<file path="config.mk">
export PLATFORM = sky130hd
export DESIGN_NAME = stable_nonempty_first_group_list_unit_flat
export DESIGN_NICKNAME = d
export VERILOG_FILES = /design/src/rtl/core/snfgl_pkg.sv /design/src/rtl/core/snfgl_if.sv /design/src/rtl/core/snfgl_front.sv /design/src/rtl/core/snfgl_queue.sv /design/src/rtl/core/snfgl_back.sv /design/src/rtl/core/stable_nonempty_first_group_list_unit.sv /design/src/flat_wrapper.sv
export SDC_FILE = /design/constraint.sdc
export NUM_CORES = 1
export LEC_CHECK = 0
export ABC_AREA = 1
export BUFFER_PORTS_ARGS = -buffer_cell sky130_fd_sc_hd__buf_2
export CORE_MARGIN = 5
export CORE_UTILIZATION = 50
export DETAILED_ROUTE_END_ITERATION = 8
export PLACE_DENSITY_LB_ADDON = 0.3
export SKIP_CTS_REPAIR_TIMING = 1
export SLEW_MARGIN = 20
export SYNTH_ARGS = -nofsm -noshare
export SYNTH_HDL_FRONTEND = slang
export SYNTH_HIERARCHICAL = 1
export SYNTH_SLANG_ARGS = --single-unit
export TNS_END_PERCENT = 30
</file>
<file path="constraint.sdc">
create_clock -name clk -period 3.45 [get_ports clk]
set_input_delay 0.5175 -clock clk [delete_from_list [all_inputs] [get_ports clk]]
set_output_delay 0.5175 -clock clk [all_outputs]
set_load 0.03 [all_outputs]
</file>
<file path="src/rtl/core/snfgl_pkg.sv">
// Shared constants, types and state encodings for the group list unit.
`default_nettype none
package snfgl_pkg;

    localparam int MAX_EXPERTS_DEF = 64;
    localparam int GC_W            = 32;
    localparam int IDX_W           = 6;
    localparam int CNT_W           = 31;
    localparam int NUM_W           = 7;
    localparam logic [NUM_W-1:0] NUM_EXPERTS_RST = 7'd64;
    localparam int QUEUE_DEPTH     = 2;

    typedef struct packed {
        logic             positive;
        logic             ends_list;
        logic [IDX_W-1:0] idx;
        logic [CNT_W-1:0] cnt;
    } cmd_t;

    typedef enum logic [1:0] {
        B_TAKE,
        B_READ,
        B_EMIT
    } back_state_t;

endpackage
`default_nettype wire

</file>
<file path="src/rtl/core/snfgl_if.sv">
// Channel interfaces: count input, pair output and configuration write.
`default_nettype none
interface snfgl_in_if;
    logic                                 valid;
    logic                                 ready;
    logic signed [snfgl_pkg::GC_W-1:0]    group_count;

    modport source (output valid, output group_count, input ready);
    modport sink (input valid, input group_count, output ready);
endinterface

interface snfgl_out_if;
    logic                          valid;
    logic                          ready;
    logic [snfgl_pkg::IDX_W-1:0]   expert_index;
    logic [snfgl_pkg::CNT_W-1:0]   pair_count;
    logic                          last_pair;

    modport source (output valid, output expert_index, output pair_count,
                    output last_pair, input ready);
    modport sink (input valid, input expert_index, input pair_count,
                  input last_pair, output ready);
endinterface

interface snfgl_cfg_if;
    logic                          valid;
    logic                          ready;
    logic [snfgl_pkg::NUM_W-1:0]   data;

    modport source (output valid, output data, input ready);
    modport sink (input valid, input data, output ready);
endinterface
`default_nettype wire

</file>
<file path="src/rtl/core/snfgl_front.sv">
// Front end: accepts counts, tracks the expert position and classifies each count.
`default_nettype none
module snfgl_front #(
    parameter int MAX_EXPERTS = snfgl_pkg::MAX_EXPERTS_DEF
) (
    input  wire logic            clk,
    input  wire logic            rst_n,
    snfgl_in_if.sink             counts,
    snfgl_cfg_if.sink            cfg,
    output logic                 push_valid,
    input  wire logic            push_ready,
    output snfgl_pkg::cmd_t      push_data
);

    localparam int TW = $clog2(MAX_EXPERTS + 1);
    localparam int LW = snfgl_pkg::NUM_W + 1;

    logic [snfgl_pkg::NUM_W-1:0] num_experts_reg;
    logic [TW-1:0]               next_expert_reg;
    logic [TW-1:0]               next_expert_next;
    logic [snfgl_pkg::NUM_W-1:0] list_len;
    logic                        ends_list;
    logic                        accept;

    assign cfg.ready    = 1'b1;
    assign counts.ready = push_ready;
    assign push_valid   = counts.valid;
    assign accept       = counts.valid && push_ready;

    always_comb
    begin
        if (num_experts_reg == '0)
            list_len = snfgl_pkg::NUM_W'(1);
        else if (num_experts_reg > snfgl_pkg::NUM_W'(MAX_EXPERTS))
            list_len = snfgl_pkg::NUM_W'(MAX_EXPERTS);
        else
            list_len = num_experts_reg;
    end

    assign ends_list = (LW'(next_expert_reg) + LW'(1)) >= LW'(list_len);

    always_comb
    begin
        push_data.positive  = (counts.group_count != '0) &&
                              !counts.group_count[snfgl_pkg::GC_W-1];
        push_data.ends_list = ends_list;
        push_data.idx       = snfgl_pkg::IDX_W'(next_expert_reg);
        push_data.cnt       = counts.group_count[snfgl_pkg::CNT_W-1:0];
        next_expert_next    = ends_list ? '0 : next_expert_reg + TW'(1);
    end

    always_ff @(posedge clk or negedge rst_n)
    begin
        if (!rst_n)
        begin
            num_experts_reg <= snfgl_pkg::NUM_EXPERTS_RST;
            next_expert_reg <= '0;
        end
        else
        begin
            if (cfg.valid)
                num_experts_reg <= cfg.data;
            if (accept)
                next_expert_reg <= next_expert_next;
        end
    end

endmodule
`default_nettype wire

</file>
<file path="src/rtl/core/snfgl_queue.sv">
// Short command queue between the front end and the back end.
`default_nettype none
module snfgl_queue (
    input  wire logic            clk,
    input  wire logic            rst_n,
    input  wire logic            push_valid,
    output logic                 push_ready,
    input  wire snfgl_pkg::cmd_t push_data,
    output logic                 pop_valid,
    input  wire logic            pop_ready,
    output snfgl_pkg::cmd_t      pop_data
);

    localparam int DEPTH = snfgl_pkg::QUEUE_DEPTH;
    localparam int AW    = (DEPTH > 1) ? $clog2(DEPTH) : 1;
    localparam int CW    = $clog2(DEPTH + 1);

    snfgl_pkg::cmd_t slot_reg [DEPTH];
    logic [AW-1:0]   wr_ptr_reg;
    logic [AW-1:0]   rd_ptr_reg;
    logic [CW-1:0]   fill_reg;
    logic            do_push;
    logic            do_pop;

    assign push_ready = fill_reg != CW'(DEPTH);
    assign pop_valid  = fill_reg != '0;
    assign pop_data   = slot_reg[rd_ptr_reg];
    assign do_push    = push_valid && push_ready;
    assign do_pop     = pop_valid && pop_ready;

    always_ff @(posedge clk)
    begin
        if (do_push)
            slot_reg[wr_ptr_reg] <= push_data;
    end

    always_ff @(posedge clk or negedge rst_n)
    begin
        if (!rst_n)
        begin
            wr_ptr_reg <= '0;
            rd_ptr_reg <= '0;
            fill_reg   <= '0;
        end
        else
        begin
            if (do_push)
                wr_ptr_reg <= (wr_ptr_reg == AW'(DEPTH - 1)) ? '0 : wr_ptr_reg + AW'(1);
            if (do_pop)
                rd_ptr_reg <= (rd_ptr_reg == AW'(DEPTH - 1)) ? '0 : rd_ptr_reg + AW'(1);
            if (do_push && !do_pop)
                fill_reg <= fill_reg + CW'(1);
            else if (do_pop && !do_push)
                fill_reg <= fill_reg - CW'(1);
        end
    end

endmodule
`default_nettype wire

</file>
<file path="src/rtl/core/snfgl_back.sv">
// Back end: emits nonempty pairs, stores empty experts and flushes them at list end.
`default_nettype none
module snfgl_back #(
    parameter int MAX_EXPERTS = snfgl_pkg::MAX_EXPERTS_DEF
) (
    input  wire logic            clk,
    input  wire logic            rst_n,
    input  wire logic            pop_valid,
    output logic                 pop_ready,
    input  wire snfgl_pkg::cmd_t pop_data,
    snfgl_out_if.source          pairs
);

    localparam int AW = (MAX_EXPERTS > 1) ? $clog2(MAX_EXPERTS) : 1;
    localparam int TW = $clog2(MAX_EXPERTS + 1);

    logic [snfgl_pkg::IDX_W-1:0] empty_mem [MAX_EXPERTS];
    logic [snfgl_pkg::IDX_W-1:0] rd_data_reg;

    snfgl_pkg::back_state_t      state_reg;
    snfgl_pkg::back_state_t      state_next;
    logic [TW-1:0]               total_reg;
    logic [TW-1:0]               total_next;
    logic [TW-1:0]               rd_ptr_reg;
    logic [TW-1:0]               rd_ptr_next;

    logic                        out_valid_reg;
    logic [snfgl_pkg::IDX_W-1:0] out_idx_reg;
    logic [snfgl_pkg::CNT_W-1:0] out_cnt_reg;
    logic                        out_last_reg;

    logic                        slot_free;
    logic                        load;
    logic [snfgl_pkg::IDX_W-1:0] load_idx;
    logic [snfgl_pkg::CNT_W-1:0] load_cnt;
    logic                        load_last;
    logic                        mem_we;
    logic                        flush_last;

    assign pairs.valid        = out_valid_reg;
    assign pairs.expert_index = out_idx_reg;
    assign pairs.pair_count   = out_cnt_reg;
    assign pairs.last_pair    = out_last_reg;

    assign slot_free  = !out_valid_reg || pairs.ready;
    assign flush_last = (rd_ptr_reg + TW'(1)) == total_reg;

    always_comb
    begin
        state_next  = state_reg;
        total_next  = total_reg;
        rd_ptr_next = rd_ptr_reg;
        pop_ready   = 1'b0;
        load        = 1'b0;
        load_idx    = pop_data.idx;
        load_cnt    = pop_data.cnt;
        load_last   = 1'b0;
        mem_we      = 1'b0;
        case (state_reg)
            snfgl_pkg::B_TAKE:
            begin
                pop_ready = slot_free;
                if (pop_valid && slot_free)
                begin
                    if (pop_data.positive)
                    begin
                        load      = 1'b1;
                        load_last = pop_data.ends_list && (total_reg == '0);
                        if (pop_data.ends_list && (total_reg != '0))
                        begin
                            rd_ptr_next = '0;
                            state_next  = snfgl_pkg::B_READ;
                        end
                    end
                    else
                    begin
                        if (total_reg < TW'(MAX_EXPERTS))
                        begin
                            mem_we     = 1'b1;
                            total_next = total_reg + TW'(1);
                        end
                        if (pop_data.ends_list)
                        begin
                            rd_ptr_next = '0;
                            state_next  = snfgl_pkg::B_READ;
                        end
                    end
                end
            end
            snfgl_pkg::B_READ:
            begin
                state_next = snfgl_pkg::B_EMIT;
            end
            snfgl_pkg::B_EMIT:
            begin
                load_idx = rd_data_reg;
                load_cnt = '0;
                if (slot_free)
                begin
                    load        = 1'b1;
                    load_last   = flush_last;
                    rd_ptr_next = rd_ptr_reg + TW'(1);
                    if (flush_last)
                    begin
                        total_next = '0;
                        state_next = snfgl_pkg::B_TAKE;
                    end
                    else
                    begin
                        state_next = snfgl_pkg::B_READ;
                    end
                end
            end
            default:
            begin
                state_next = snfgl_pkg::B_TAKE;
            end
        endcase
    end

    always_ff @(posedge clk)
    begin
        if (mem_we)
            empty_mem[total_reg[AW-1:0]] <= pop_data.idx;
        rd_data_reg <= empty_mem[rd_ptr_reg[AW-1:0]];
    end

    always_ff @(posedge clk)
    begin
        if (load)
        begin
            out_idx_reg  <= load_idx;
            out_cnt_reg  <= load_cnt;
            out_last_reg <= load_last;
        end
    end

    always_ff @(posedge clk or negedge rst_n)
    begin
        if (!rst_n)
        begin
            state_reg     <= snfgl_pkg::B_TAKE;
            total_reg     <= '0;
            rd_ptr_reg    <= '0;
            out_valid_reg <= 1'b0;
        end
        else
        begin
            state_reg  <= state_next;
            total_reg  <= total_next;
            rd_ptr_reg <= rd_ptr_next;
            if (load)
                out_valid_reg <= 1'b1;
            else if (pairs.ready)
                out_valid_reg <= 1'b0;
        end
    end

endmodule
`default_nettype wire

</file>
<file path="src/rtl/core/stable_nonempty_first_group_list_unit.sv">
// Top level of the stable nonempty-first group list unit.
//
// counts: one signed group count per expert, in expert order. Each transfer
//   advances the expert position; the count that reaches the configured
//   length ends the list and the position returns to zero.
// pairs: (expert_index, pair_count, last_pair). A positive count yields its
//   pair via the command queue and output register when the back end is
//   free. Empty experts are stored and, after the list's final count, read
//   out in ascending order with count 0, through a read and an emit state per
//   stored expert; the final pair of the list carries last_pair.
// cfg: writes num_experts (0 acts as 1, values above MAX_EXPERTS are capped);
//   write only while the unit is idle.
// Throughput: one count per cycle while the two-entry command queue has room;
//   the flush of a list's stored empty experts holds the back end in its read
//   and emit states, during which counts fill the queue and then stall.
// A stalled pairs receiver holds the output register; the back end and then
//   the queue stop, and counts.ready drops when the queue is full.
// Reset clears position, empty total, queue and output valid; num_experts
//   returns to 64. The empty-expert store needs no clearing pass.
`default_nettype none
module stable_nonempty_first_group_list_unit #(
    parameter int MAX_EXPERTS = snfgl_pkg::MAX_EXPERTS_DEF
) (
    input  wire logic   clk,
    input  wire logic   rst_n,
    snfgl_in_if.sink    counts,
    snfgl_cfg_if.sink   cfg,
    snfgl_out_if.source pairs
);

    logic            push_valid;
    logic            push_ready;
    snfgl_pkg::cmd_t push_data;
    logic            pop_valid;
    logic            pop_ready;
    snfgl_pkg::cmd_t pop_data;

    snfgl_front #(
        .MAX_EXPERTS (MAX_EXPERTS)
    ) u_front (
        .clk        (clk),
        .rst_n      (rst_n),
        .counts     (counts),
        .cfg        (cfg),
        .push_valid (push_valid),
        .push_ready (push_ready),
        .push_data  (push_data)
    );

    snfgl_queue u_queue (
        .clk        (clk),
        .rst_n      (rst_n),
        .push_valid (push_valid),
        .push_ready (push_ready),
        .push_data  (push_data),
        .pop_valid  (pop_valid),
        .pop_ready  (pop_ready),
        .pop_data   (pop_data)
    );

    snfgl_back #(
        .MAX_EXPERTS (MAX_EXPERTS)
    ) u_back (
        .clk       (clk),
        .rst_n     (rst_n),
        .pop_valid (pop_valid),
        .pop_ready (pop_ready),
        .pop_data  (pop_data),
        .pairs     (pairs)
    );

endmodule
`default_nettype wire

</file>
<file path="src/flat_wrapper.sv">
// flat-port wrapper written by rule: the top's interface ports become plain ports
module stable_nonempty_first_group_list_unit_flat 
#(
    parameter int MAX_EXPERTS = snfgl_pkg::MAX_EXPERTS_DEF
)
  (clk, rst_n, counts_valid, counts_group_count, counts_ready, cfg_valid, cfg_data, cfg_ready, pairs_valid, pairs_expert_index, pairs_pair_count, pairs_last_pair, pairs_ready);
  snfgl_in_if counts_i ();
  snfgl_cfg_if cfg_i ();
  snfgl_out_if pairs_i ();
  input  wire logic clk;
  input  wire logic rst_n;
  input wire logic [$bits(counts_i.valid)-1:0] counts_valid;
  input wire logic [$bits(counts_i.group_count)-1:0] counts_group_count;
  output wire logic [$bits(counts_i.ready)-1:0] counts_ready;
  input wire logic [$bits(cfg_i.valid)-1:0] cfg_valid;
  input wire logic [$bits(cfg_i.data)-1:0] cfg_data;
  output wire logic [$bits(cfg_i.ready)-1:0] cfg_ready;
  output wire logic [$bits(pairs_i.valid)-1:0] pairs_valid;
  output wire logic [$bits(pairs_i.expert_index)-1:0] pairs_expert_index;
  output wire logic [$bits(pairs_i.pair_count)-1:0] pairs_pair_count;
  output wire logic [$bits(pairs_i.last_pair)-1:0] pairs_last_pair;
  input wire logic [$bits(pairs_i.ready)-1:0] pairs_ready;
  assign counts_i.valid = counts_valid;
  assign counts_i.group_count = counts_group_count;
  assign counts_ready = counts_i.ready;
  assign cfg_i.valid = cfg_valid;
  assign cfg_i.data = cfg_data;
  assign cfg_ready = cfg_i.ready;
  assign pairs_valid = pairs_i.valid;
  assign pairs_expert_index = pairs_i.expert_index;
  assign pairs_pair_count = pairs_i.pair_count;
  assign pairs_last_pair = pairs_i.last_pair;
  assign pairs_i.ready = pairs_ready;
  stable_nonempty_first_group_list_unit #(.MAX_EXPERTS(MAX_EXPERTS)) u_core (.clk(clk), .rst_n(rst_n), .counts(counts_i), .cfg(cfg_i), .pairs(pairs_i));
endmodule
</file>
# Yosys cells after proc, flatten, opt, wreduce, memory -nomap -nowiden
# Memory sizes are Yosys's and may differ from the RTL's. A register that Yosys moved wholly into a read port is not among the register bits.
# Index checks and enable logic that the tools add are counted.
[totals] word_cells=107 ff_bits=73 memories=2 output_inout_bits=41 in_bits=44 ram_bits=462
[classes] eq_ne=11 magnitude_cmp=3 reduce_logical=25 mux=46 addsub=8
[memory_table] memory="u_core.u_back.empty_mem" words=64 width=6 rd=1 rd_clocked_by_memory_dff=1 wr=1 line="snfgl_back.sv:17" rtl="logic [snfgl_pkg::IDX_W-1:0] empty_mem [MAX_EXPERTS];"
[memory_table] memory="u_core.u_queue.slot_reg" words=2 width=39 rd=1 rd_clocked_by_memory_dff=0 wr=1 line="snfgl_queue.sv:18" rtl="snfgl_pkg::cmd_t slot_reg [DEPTH];"
[ops] operator="$mux 7" n=13
[ops] operator="$reduce_bool 32->1" n=1
[ops] operator="$pmux 7 s2" n=2
[ops] operator="$add 7x1->7 const B" n=3
[ops] operator="$mux 1" n=20
[ops] operator="$logic_not 7->1" n=2
[ops] operator="$mux 2" n=7
[ops] operator="$ne 2x2->1 const B" n=6
[ops] operator="$add 7x1->8 const B" n=1
[ops] operator="$ge 8x7->1" n=1
[ops] operator="$logic_and 1x1->1" n=8
[ops] operator="$reduce_bool 2->1" n=4
[ops] operator="$eq 7x7->1" n=1
[ops] operator="$gt 7x7->1 const B" n=1
[ops] operator="$lt 7x7->1 const B" n=1
[ops] operator="$reduce_bool 7->1" n=1
[ops] operator="$mux 6" n=1
[ops] operator="$pmux 2 s3" n=1
[ops] operator="$reduce_and 6->1" n=1
[ops] operator="$reduce_and 5->1" n=1
[ops] operator="$logic_not 1->1" n=4
[ops] operator="$pmux 1 s2" n=2
[ops] operator="$reduce_and 4->1" n=1
[ops] operator="$ne 3x2->1 const B" n=1
[ops] operator="8 further kinds" n=9

# Longest topological paths before layout
[depth] depth_word=7 ltp_mapped=14

# Cells and area by module
# The synthesis kept the hierarchy.
[modules_own_cells] mod="snfgl_back" n_inst=1 area_per_inst_um2=18187.4 cells_each=1559
[modules_own_cells] mod="snfgl_queue" n_inst=1 area_per_inst_um2=3149.3 cells_each=233
[modules_own_cells] mod="snfgl_front" n_inst=1 area_per_inst_um2=1343.8 cells_each=192

# Worst setup path after synthesis
# OpenSTA, ideal clock, no wires.
[synth_path] kind="input to register" start="input port counts_valid" end="memory u_core/u_queue/slot_reg[0][0] (netlist name), enable pin" t_required_ns=3.015 arrival_time_ns=2.330 path_buffers=1 slack_ns=0.685 path_stages=3 cell_sequence="buf_4 > nand2_4 > nor2_1"
[synth_between] elab_chain_len=3
[synth_lines] item="start, declared" line="flat_wrapper.sv:12" rtl="input wire logic [$bits(counts_i.valid)-1:0] counts_valid;"
[synth_lines] item="$logic_and 1x1->1" line="snfgl_queue.sv:28" rtl="assign do_push = push_valid && push_ready;"
[synth_lines] item="$mux 1" line="snfgl_queue.sv:33" rtl="if (do_push)"
[synth_lines] item="$mux 1 (not written as such)" line="snfgl_queue.sv:34" rtl="slot_reg[wr_ptr_reg] <= push_data;"
[synth_lines] item="end, declared" line="snfgl_queue.sv:18"
# No other way between the ends.

==> qor.log <==
qor: status.outcome finished, final reports clean
qor: place.io_buffers 83
qor: drt.wl_per_cell 20.1 um
qor: power.p_leak 9.45 nW
qor: drt.via_count 14900
qor: floorplanning.core_rows 78
qor: drt.top_layer_used met4
qor: critical_path.regToRegSetupSlack 0.47 ns
qor: sta.slew_headroom 42.7%
qor: min_path.hold_path.class input pin to async pin
qor: logic_synthesis.synth_commonest_cells 562 x sky130_fd_sc_hd__nand2_1, 500 x sky130_fd_sc_hd__edfxtp_1, 240 x sky130_fd_sc_hd__nor2_1
qor: logic_synthesis.post-synth-top-count-cell sky130_fd_sc_hd__nand2_1
qor: drt.drt_first_pass_iters 5
qor: place.placed_cells 2566
qor: critical_path.startpoint_type flip-flop
qor: drt.antenna_violating_nets_post_route 0
qor: power.power-per-cell-area 839 nW/um^2
qor: finish.postLayoutCoreUtil 55.8%
qor: floorplanning.dieArea 49700 sq um
qor: drt.met2RoutedLength 25.5 mm
qor: place.gp_congestion 0.878
qor: drt.routedLengthMet1 22.1 mm
qor: drt.met3RoutedLength 4.44 mm
qor: finish.largest_register_ff_count 384
qor: clock_network.cts_htree_levels 2
qor: finish.fin_cells 2666
qor: drt.wl 53.7 mm
qor: clock_network.clk_transition_reported_paths 0.06 ns
qor: logic_synthesis.synth.yosys.seq_area_share 70.6%
qor: floorplanning.fp.coreArea 45100 sq um
qor: sta.timing.fmax 336 MHz
qor: global_routing.grt_max_degree 79
qor: finish.antenna_cells_inserted 0
qor: place.place_worst_setup_slack 0.528 ns
qor: logic_synthesis.mappedNetlistArea 22700 sq um
qor: critical_path.crit_fanout 8
qor: floorplanning.die_y 223 um
qor: sta.report.final.setup_viol 0
qor: global_routing.grt-ovfl-total 0
qor: drt.drtIter0Drc 1776
qor: sta.timing.final.ws_setup 0.473 ns
qor: drt.drc_errors 0
qor: clock_network.cts-root-to-sink-buffers 3
qor: logic_synthesis.ys_seq_elements 541
qor: logic_synthesis.post-synth-top-area-cell sky130_fd_sc_hd__edfxtp_1
qor: sta.min_period 2.98 ns
qor: logic_synthesis.synth_fp_nets 2040
qor: floorplanning.die-width 223 um
qor: floorplanning.initial_utilization 50.3%
qor: clock_network.clkLatencyLatePin 0.61 ns
qor: sta.finalHoldViolations 0
qor: logic_synthesis.synth_largest_type_area_fraction 66.2%
qor: logic_synthesis.yosys-top-cells-area sky130_fd_sc_hd__edfxtp_1 66%, sky130_fd_sc_hd__nand2_1 9.3%, sky130_fd_sc_hd__nor2_1 4.0%
qor: critical_path.kind_of_end_point_of_the_critical_path flip-flop
qor: logic_synthesis.ys_types 45
qor: critical_path.crit_path_category flip-flop to flip-flop
qor: clock_network.cts_tree done
qor: flow_run.drv.max_cap_violation_count 0
qor: critical_path.regToRegEndpoint u_core/u_back/empty_mem[16][2]$_DFFE_PP_
qor: finish.syn_to_final_growth 11.0%
qor: sta.rsz_0062_raised_after_global_routing false
qor: clock_network.cts-buffers-inserted 55
qor: critical_path.worst_r2r_startpoint u_core/u_queue/rd_ptr_reg$_DFFE_PN0P_
qor: floorplanning.num_io_pins 85
qor: critical_path.worst-endpoint-arrival 3.20 ns
qor: global_routing.number_of_antenna_violations_at_the_first_check_in_global_routing 0
qor: global_routing.track_usage 21.1%
qor: critical_path.worstRegToRegCells 11
qor: sta.finalMaxSlewViolations 0
qor: logic_synthesis.ys_async_sr_fraction 6.47%
qor: logic_synthesis.synth-edff-count 500
qor: sta.fin_setup_tns 0 ns
qor: clock_network.cts.sinks 541
qor: logic_synthesis.ys.warnings.count 6
qor: finish.nNetsFinal 2079
qor: logic_synthesis.syn_area_per_cell 11.4 sq um
qor: power.design_power_total 21.1 mW
qor: global_routing.grt_pass1_wl 81.9 mm
qor: sta.period_share 86.3%
qor: logic_synthesis.synth_flop_cell sky130_fd_sc_hd__edfxtp_1
qor: global_routing.grt_pass1_vias 14500
qor: clock_network.cts_root_buffer sky130_fd_sc_hd__clkbuf_16
qor: sta.post_route_clock_skew 0.0276 ns
qor: power.peakVddDrop 611 uV
qor: finish.layout-drive-gt1-share 12.1%
qor: place.detailedPlacementHpwl 33.2 mm
qor: sta.timing_worst_slew_pin_value 0.860 ns
qor: critical_path.cp_data_required_time 3.67 ns
qor: drt.via_per_inst 5.58
qor: logic_synthesis.syn_inst 1984
worst max-delay path: stages, from the launching register on:
cell and delay (ns):
sky130_fd_sc_hd__dfrtp_1 0.45, sky130_fd_sc_hd__nand2_1 0.09, sky130_fd_sc_hd__nand2_1 0.09, sky130_fd_sc_hd__nor2_1 0.12
sky130_fd_sc_hd__nor2_1 0.05, sky130_fd_sc_hd__nor2_1 0.08, sky130_fd_sc_hd__nand2_1 0.08, sky130_fd_sc_hd__nor2_2 0.23
sky130_fd_sc_hd__inv_2 0.11, sky130_fd_sc_hd__nor2_4 0.15, sky130_fd_sc_hd__nand2_1 0.52, sky130_fd_sc_hd__nor2_1 0.61
report_power, final:
part,total (mW),internal [mW],leakage [nW],switching (mW)
Combinational,6.19,1.52,3.54,4.67
Sequential,9.18,8.82,5.06,0.367
Clock,5.74,3.33,0.850,2.40
Total,21.1,13.7,9.45,7.44
metrics by stage:
stage | cell area [sq um] | hold slack [ns]
2_1_floorplan | 22700 | 0.222
3_3_place_gp | 23400 | 0.504
3_5_place_dp | 23400 | 0.511
4_1_cts | 25200 | 0.0172
5_1_grt | 25200 | 0.0692
6_report | 25200 | 0.0184
cell type report:
type	count	area [sq um]
flip-flops and latches	541	16000
clock buffers	77	1500
inverters	84	325
well taps	600	751
multi-input cells	1227	5570
repair buffers	114	761
clock inverters	23	256
fillers	3693	19900
worst max-delay path by stage:
| stage | start | to |
|---|---|---|
| 2_1_floorplan | counts_valid | u_core/u_queue/slot_reg[0][0]$_DFFE_PP_ |
| 3_3_place_gp | u_core/u_queue/rd_ptr_reg$_DFFE_PN0P_ | u_core/u_back/empty_mem[24][1]$_DFFE_PP_ |
| 3_5_place_dp | u_core/u_queue/rd_ptr_reg$_DFFE_PN0P_ | u_core/u_back/empty_mem[24][5]$_DFFE_PP_ |
| 4_1_cts | u_core/u_queue/rd_ptr_reg$_DFFE_PN0P_ | u_core/u_back/empty_mem[24][0]$_DFFE_PP_ |
| 5_1_grt | u_core/u_queue/rd_ptr_reg$_DFFE_PN0P_ | u_core/u_back/empty_mem[24][2]$_DFFE_PP_ |
| 6_report | u_core/u_queue/rd_ptr_reg$_DFFE_PN0P_ | u_core/u_back/empty_mem[16][2]$_DFFE_PP_ |
cells by family (layout without fill, tap and decap cells):
logic type | after synthesis | after routing | synth area share [%]
xor gates and xnor gates | 4 | 4 | 0.188
and+or+nand+nor | 938 | 938 | 16.8
muxes | 10 | 10 | 0.463
adders and majority gates | 12 | 12 | 0.662
other | 1 | 1 | 0.0165
buffers and inverters | 216 | 298 | 5.01
DFF | 541 | 541 | 70.6
AOI/OAI and AO/OA | 262 | 262 | 6.31
layer usage:
| metal | vias to the layer above | track usage [%] |
|---|---|---|
| met3 | 117 | 3.91 |
| met4 | 0 | 7.04 |
| li1 | 6858 | - |
| met5 | - | 0 |
| met1 | 7220 | 29.2 |
| met2 | 687 | 34.1 |
placed cells by master, fill, tap and decap left out, drive strengths merged, types with 6 or more instances in the layout:
cell type,count
dfrtp,34
nand3,60
inv,85
edfxtp,500
o21ai,99
dfxtp,6
nor3,39
a21oi,99
nand4,9
clkbuf,77
ha,12
a21boi,6
buf,114
nor2,249
clkinv,17
nand2,574
o22ai,46
mux2i,6
o211ai,6
(Power assumes the default switching activity.)
